[config.mk]
export PLATFORM = sky130hd
export DESIGN_NAME = steer_angle_optimizer_flat
export DESIGN_NICKNAME = d
export VERILOG_FILES = /design/src/sao_pkg.sv /design/src/sao_if.sv /design/src/sao_step.sv /design/src/steer_angle_optimizer.sv /design/src/flat_wrapper.sv
export SDC_FILE = /design/constraint.sdc
export NUM_CORES = 1
export LEC_CHECK = 0
export CAP_MARGIN = 20
export CORE_UTILIZATION = 50
export CTS_CLUSTER_SIZE = 12
export DETAILED_ROUTE_END_ITERATION = 8
export DONT_BUFFER_PORTS = 1
export GPL_TIMING_DRIVEN = 0
export PLACE_DENSITY_LB_ADDON = 0.05
export SYNTH_ARGS = -nofsm -noshare
export SYNTH_HDL_FRONTEND = slang
export SYNTH_SLANG_ARGS = --single-unit
[constraint.sdc]
create_clock -name clock -period 27.9 [get_ports clock]
set_input_delay 6.975 -clock clock [delete_from_list [all_inputs] [get_ports clock]]
set_output_delay 6.975 -clock clock [all_outputs]
set_load 0.005 [all_outputs]
[src/sao_pkg.sv]
// Package: widths, angle constants and the step result type for the steering angle optimizer.
`timescale 1ns / 1ps
`default_nettype none

package sao_pkg;

   // Fixed-point format: FRAC_BITS fraction bits per degree
   localparam int FRAC_BITS = 6;

   // Field widths
   localparam int TGT_W = 16;
   localparam int ACC_W = 18;
   localparam int DLT_W = 17;

   // Internal working width for sums of angle values
   localparam int WORK_W = ACC_W + 6;

   // Angle constants in fixed-point units
   localparam int DEG90   = 90 << FRAC_BITS;
   localparam int DEG180  = 180 << FRAC_BITS;
   localparam int DEG360  = 360 << FRAC_BITS;
   localparam int DEG1080 = 1080 << FRAC_BITS;

   // Largest whole number of turns an accumulator magnitude can hold
   localparam int MOD_STEPS = (1 << (ACC_W - 1)) / DEG360;

   typedef logic signed [TGT_W-1:0]  target_type;
   typedef logic signed [ACC_W-1:0]  acc_type;
   typedef logic signed [DLT_W-1:0]  delta_type;
   typedef logic signed [WORK_W-1:0] work_type;

   // Outcome of one step, passed from the datapath to the control
   typedef struct packed {
      logic    changed;
      acc_type acc_next;
      delta_type delta;
   } step_result_type;

endpackage

`default_nettype wire

[src/sao_if.sv]
// Interfaces: request and response channels of the steering angle optimizer.
`timescale 1ns / 1ps
`default_nettype none

interface sao_req_if;
   import sao_pkg::*;

   logic       valid;
   logic       ready;
   target_type target_angle;

   modport source (output valid, output target_angle, input ready);
   modport sink (input valid, input target_angle, output ready);
endinterface

interface sao_rsp_if;
   import sao_pkg::*;

   logic      valid;
   logic      ready;
   acc_type   optimized_angle;
   delta_type applied_delta;

   modport source (output valid, output optimized_angle, output applied_delta, input ready);
   modport sink (input valid, input optimized_angle, input applied_delta, output ready);
endinterface

`default_nettype wire

[src/sao_step.sv]
// Datapath: one optimization step from the held target and the current wheel state.
`timescale 1ns / 1ps
`default_nettype none

module sao_step
   import sao_pkg::*;
(
   input  target_type      target_angle,
   input  acc_type         acc,
   input  target_type      prev_target,
   output step_result_type result
);

   work_type acc_w;
   work_type tgt_w;
   work_type mag;
   work_type rem;
   work_type acc_mod;
   work_type cal;
   work_type delta;
   work_type sum;

   always_comb begin
      acc_w = WORK_W'(acc);
      tgt_w = WORK_W'(target_angle);

      // Reduce the accumulator modulo one turn, truncating toward zero
      mag = acc_w[WORK_W-1] ? -acc_w : acc_w;
      rem = mag;
      for (int k = 1; k <= MOD_STEPS; k++) begin
         if (mag >= WORK_W'(k * DEG360)) begin
            rem = mag - WORK_W'(k * DEG360);
         end
      end
      acc_mod = acc_w[WORK_W-1] ? -rem : rem;

      // Move the target by one turn so its sign matches the accumulator
      cal = tgt_w;
      if (!acc_w[WORK_W-1] && tgt_w[WORK_W-1]) begin
         cal = tgt_w + WORK_W'(DEG360);
      end else if (acc_w[WORK_W-1] && (tgt_w > 0)) begin
         cal = tgt_w - WORK_W'(DEG360);
      end

      // Wrap the difference once toward +-180
      delta = cal - acc_mod;
      if (delta > WORK_W'(DEG180)) begin
         delta = delta - WORK_W'(DEG360);
      end else if (delta < -WORK_W'(DEG180)) begin
         delta = delta + WORK_W'(DEG360);
      end

      // Fold into +-90 by reversing the wheel
      if ((delta > WORK_W'(DEG90)) && (delta <= WORK_W'(DEG180))) begin
         delta = delta - WORK_W'(DEG180);
      end else if ((delta < -WORK_W'(DEG90)) && (delta >= -WORK_W'(DEG180))) begin
         delta = delta + WORK_W'(DEG180);
      end

      // Apply and pull the accumulator back by one turn at +-1080
      sum = acc_w + delta;
      if (sum >= WORK_W'(DEG1080)) begin
         sum = sum - WORK_W'(DEG360);
      end else if (sum <= -WORK_W'(DEG1080)) begin
         sum = sum + WORK_W'(DEG360);
      end

      // Unchanged target keeps the state and reports no rotation
      result.changed = (target_angle != prev_target);
      if (result.changed) begin
         result.acc_next = sum[ACC_W-1:0];
         result.delta    = delta[DLT_W-1:0];
      end else begin
         result.acc_next = acc;
         result.delta    = '0;
      end
   end

endmodule

`default_nettype wire

[src/steer_angle_optimizer.sv]
// Top level: input register, wheel state, step datapath and result register.
//
//   channel   dir   handshake      payload
//   req_chan  in    valid/ready    target_angle    (16 b signed, 1/64 deg)
//   rsp_chan  out   valid/ready    optimized_angle (18 b signed), applied_delta (17 b signed)
//
// One result per request, taken through the input register and then the output register.
// A new request is taken every cycle unless the result side stalls; the accumulator feedback
// runs from the wheel-state register through the step datapath, which sets that rate.
// Reset (synchronous) clears the accumulated angle, the previous target and both valids.
// A stalled result holds in the output register; the input register refills behind it.
`timescale 1ns / 1ps
`default_nettype none

module steer_angle_optimizer
   import sao_pkg::*;
(
   input  wire logic   clock,
   input  wire logic   reset,
   sao_req_if.sink     req_chan,
   sao_rsp_if.source   rsp_chan
);

   logic            in_valid_ff, in_valid_in;
   target_type      in_target_ff, in_target_in;
   logic            out_valid_ff, out_valid_in;
   acc_type         out_acc_ff, out_acc_in;
   delta_type       out_delta_ff, out_delta_in;
   acc_type         acc_ff, acc_in;
   target_type      prev_ff, prev_in;
   logic            advance;
   logic            take;
   step_result_type step;

   sao_step u_step (
      .target_angle (in_target_ff),
      .acc          (acc_ff),
      .prev_target  (prev_ff),
      .result       (step)
   );

   // Handshake: advance the held item when the output register is free
   assign advance        = in_valid_ff && (!out_valid_ff || rsp_chan.ready);
   assign req_chan.ready = !in_valid_ff || advance;
   assign take           = req_chan.valid && req_chan.ready;

   // Next values of the input register, state and output register
   always_comb begin
      in_valid_in  = take || (in_valid_ff && !advance);
      in_target_in = take ? req_chan.target_angle : in_target_ff;

      acc_in  = acc_ff;
      prev_in = prev_ff;
      if (advance && step.changed) begin
         acc_in  = step.acc_next;
         prev_in = in_target_ff;
      end

      out_valid_in = advance || (out_valid_ff && !rsp_chan.ready);
      out_acc_in   = advance ? step.acc_next : out_acc_ff;
      out_delta_in = advance ? step.delta : out_delta_ff;
   end

   always_ff @(posedge clock) begin
      if (reset) begin
         in_valid_ff  <= 1'b0;
         out_valid_ff <= 1'b0;
         acc_ff       <= '0;
         prev_ff      <= '0;
      end else begin
         in_valid_ff  <= in_valid_in;
         out_valid_ff <= out_valid_in;
         acc_ff       <= acc_in;
         prev_ff      <= prev_in;
      end
      in_target_ff <= in_target_in;
      out_acc_ff   <= out_acc_in;
      out_delta_ff <= out_delta_in;
   end

   assign rsp_chan.valid           = out_valid_ff;
   assign rsp_chan.optimized_angle = out_acc_ff;
   assign rsp_chan.applied_delta   = out_delta_ff;

endmodule

`default_nettype wire

[src/flat_wrapper.sv]
// flat-port wrapper written by rule: the top's interface ports become plain ports
module steer_angle_optimizer_flat import sao_pkg::*;
  (clock, reset, req_chan_valid, req_chan_target_angle, req_chan_ready, rsp_chan_valid, rsp_chan_optimized_angle, rsp_chan_applied_delta, rsp_chan_ready);
  sao_req_if req_chan_i ();
  sao_rsp_if rsp_chan_i ();
  input  wire logic clock;
  input  wire logic reset;
  input wire logic [$bits(req_chan_i.valid)-1:0] req_chan_valid;
  input wire logic [$bits(req_chan_i.target_angle)-1:0] req_chan_target_angle;
  output wire logic [$bits(req_chan_i.ready)-1:0] req_chan_ready;
  output wire logic [$bits(rsp_chan_i.valid)-1:0] rsp_chan_valid;
  output wire logic [$bits(rsp_chan_i.optimized_angle)-1:0] rsp_chan_optimized_angle;
  output wire logic [$bits(rsp_chan_i.applied_delta)-1:0] rsp_chan_applied_delta;
  input wire logic [$bits(rsp_chan_i.ready)-1:0] rsp_chan_ready;
  assign req_chan_i.valid = req_chan_valid;
  assign req_chan_i.target_angle = req_chan_target_angle;
  assign req_chan_ready = req_chan_i.ready;
  assign rsp_chan_valid = rsp_chan_i.valid;
  assign rsp_chan_optimized_angle = rsp_chan_i.optimized_angle;
  assign rsp_chan_applied_delta = rsp_chan_i.applied_delta;
  assign rsp_chan_i.ready = rsp_chan_ready;
  steer_angle_optimizer u_core (.clock(clock), .reset(reset), .req_chan(req_chan_i), .rsp_chan(rsp_chan_i));
endmodule
==> flow_metrics.py <==
metrics = {
    "layout": {
        "final_nets": 1563,
        "syn2layout_area_growth_pct": 6.18,
        "fin_util_pct": 54.4,
        "post_route_cells_drive_above_1_share_pct": 6.71,
        "diodes": 0,
        "n_fill_cell": 2151,
        "layout_commonest_cell": "nand2_1",
        "fin_area_um2": 11900,
        "stdcell_count": 1756,
        "layout_common_cells": "nand2_1, a21oi_1, nor2_1",
    },
    "die": {
        "die_h_um": 152,
        "core_um2": 21900,
        "die_x_um": 152,
        "die-area_um2": 23000,
        "initial_core_util_pct": 51.3,
        "fp-row-count": 54,
        "num_io_pins": 57,
    },
    "routing": {
        "post_drt_wl_per_cell_um": 21.6,
        "vias": 11600,
        "drt-initial-drc-count": 1181,
        "drc": 0,
        "final_antenna_net_count": 0,
        "firstDrtPassIters": 7,
        "drt_wl_total_mm": 38.0,
        "via_per_inst": 6.61,
    },
    "clock_network": {
        "cts_buffer_depth": 2,
        "cts.sinks": 87,
        "clk_latency_ns": 0.37,
        "cts_resized": 0,
        "clkTransAtPathRegs_ns": 0.08,
        "numCtsBuffers": 9,
        "post_cts_buffers": 0,
        "cts_tree": "built",
        "h-tree-depth": 3,
        "cts_root_buf": "clkbuf_16",
        "postCtsHoldBufs": 0,
    },
    "setup_path": {
        "cp_slowest_stage_delay_ns": 0.71,
        "worst-path-buf-inv": 11,
        "crit_path_frequent_cell": "ha_1",
        "critPathRequiredTime_ns": 28.04,
        "crit_path_top_delay_cell": "nor2_1",
        "r2r_setup_slack_ns": 10.98,
        "start_kind": "flip-flop",
        "path_delay_family": "compound AO/OA/AOI/OAI gates",
        "rr_worst_depth": 64,
        "critPathKind": "flip-flop to flip-flop",
        "cp_max_fo": 10,
        "cp-end-kind": "flip-flop",
        "cp.arrival_ns": 17.06,
        "cp.depth": 64,
    },
    "yosys": {
        "synth_compound_area_share_pct": 29.5,
        "synth_top_family_by_area": "compound AO/OA/AOI/OAI gates",
        "syn_inst": 1456,
        "synth-seq-cells": 87,
        "synth_area_per_cell_um2": 7.71,
        "ys_types": 109,
        "synth_top_area_share_pct": 13.7,
        "synth_xor_area_share_pct": 9.13,
        "synth_edf_count": 51,
        "synth-adder-area-share_pct": 8.16,
        "synthesis.area_um2": 11200,
        "yosys.area.top_type": "edfxtp_1",
        "syn_nets": 1548,
        "synth_warnings": 0,
        "synth_mux_area_share_pct": 2.41,
        "async_reset_ff_share_pct": 0,
        "ys.flop_type": "edfxtp_1",
        "synthSimpleGateAreaFrac_pct": 26.0,
        "synth.area.top_cells": "edfxtp_1, ha_1, dfxtp_1",
        "yosysSeqAreaShare_pct": 20.1,
    },
    "timing": {
        "skew_ns": 0.0125,
        "hold_viol": 0,
        "rsz0062_at_grt": "no",
        "worst_pin_slew_ns": 1.01,
        "period_share_pct": 60.6,
        "fin_crit_ns": 16.92,
        "tns_ns": 0,
        "fmax_ghz": 0.0591,
        "drv_slew": 0,
        "setup_viol": 0,
        "maxSlewHeadroom_pct": 31.8,
    },
    "grt": {
        "grt-ovfl-total": 0,
        "grt_pass1_vias": 10400,
        "grt_max_degree": 28,
        "grt_pass1_wl_mm": 58.5,
        "grt_usage_pct": 33.2,
        "grt_antenna_before_repair": 0,
    },
    "place": {
        "hpwl_mm": 29.9,
        "dpl.cell_count": 1740,
        "portBuffers": 0,
        "dpl-instance-area_um2": 11600,
        "gp_congestion": 0.941,
    },
    "min_path": {
        "whs_path_depth": 2,
        "min_path_type": "flip-flop to flip-flop",
    },
    "flow_run": {
        "max_cap_viol_count": 0,
    },
    "outcome": {
        "status": "complete, no violations",
    },
}
## per-stage QoR
stage | setup WS (ns) | hold slack, ns
6_report | 10.98 | 0.471
3_3_place_gp | 11.13 | 0.454
3_5_place_dp | 11.45 | 0.461
2_1_floorplan | 13.68 | 0.449
5_1_grt | 9.93 | 0.492
4_1_cts | 11.35 | 0.474
## synthesized netlist by cell type (all sizes together) (29+ instances only)
cell type  count
dfxtp         36
nor3          58
nand2        164
ha            70
nand3         45
inv           46
clkbuf        57
or3           29
nor2         104
xnor2         75
o21ai         88
a21oi        110
xor2          33
edfxtp        51
## layer usage
| layer | share of wire (%) | up-vias | GRT usage [%] |
|---|---|---|---|
| met5 | 0 | - | 0 |
| met4 | 2.9 | 0 | 11.1 |
| met3 | 6.9 | 72 | 4.79 |
| met2 | 45 | 468 | 52.2 |
| met1 | 45 | 5536 | 46.1 |
| li1 | - | 5529 | - |
## cell type report
cell class,instances,area [um^2],area share [%]
Buffer,80,348,2.92
Sequential cell,87,2250,18.9
Timing Repair Buffer,4,43.8,0.368
Clock inverter,7,73.8,0.620
Clock buffer,9,225,1.89
Inverter,48,181,1.52
Tap cell,280,350,2.94
Multi-Input combinational cell,1241,8440,70.8
## cell families (layout without fill, tap and decap cells)
family	Yosys count	in the layout
AND/OR/NAND/NOR	575	575
AO/OA/AOI/OAI	460	460
buffers and inverters	128	148
XOR/XNOR	110	110
flip-flops	87	87
adder cells (fa/ha/maj)	72	72
multiplexers	24	24
## registers in the layout, indices dropped and copies added, names as in the netlist
| signal | count |
|---|---|
| u_core.prev_ff | 16 |
| u_core.in_valid_ff | 1 |
| u_core.in_target_ff | 16 |
| u_core.acc_ff | 18 |
| u_core.rsp_chan.applied_delta | 17 |
| u_core.rsp_chan.optimized_angle | 18 |
| u_core.rsp_chan.valid | 1 |
## final timing paths
kind,from,endpoint
setup / recovery,u_core.acc_ff[0],u_core.rsp_chan.optimized_angle[15]
hold / removal,u_core.prev_ff[7],u_core.prev_ff[7]
setup reg to reg,u_core.acc_ff[0],u_core.rsp_chan.optimized_angle[15]
hold reg to reg,u_core.prev_ff[7],u_core.prev_ff[7]
## tightest hold or removal path, cell delays in order, from the launching register on
cell and delay [ns]:
dfxtp_1 0.32, nand2_1 0.05, a21oi_1 0.05
Power is left out: the tool's default activity adds up to more than one toggle a clock period on the data nets, which glitch-free logic cannot reach.
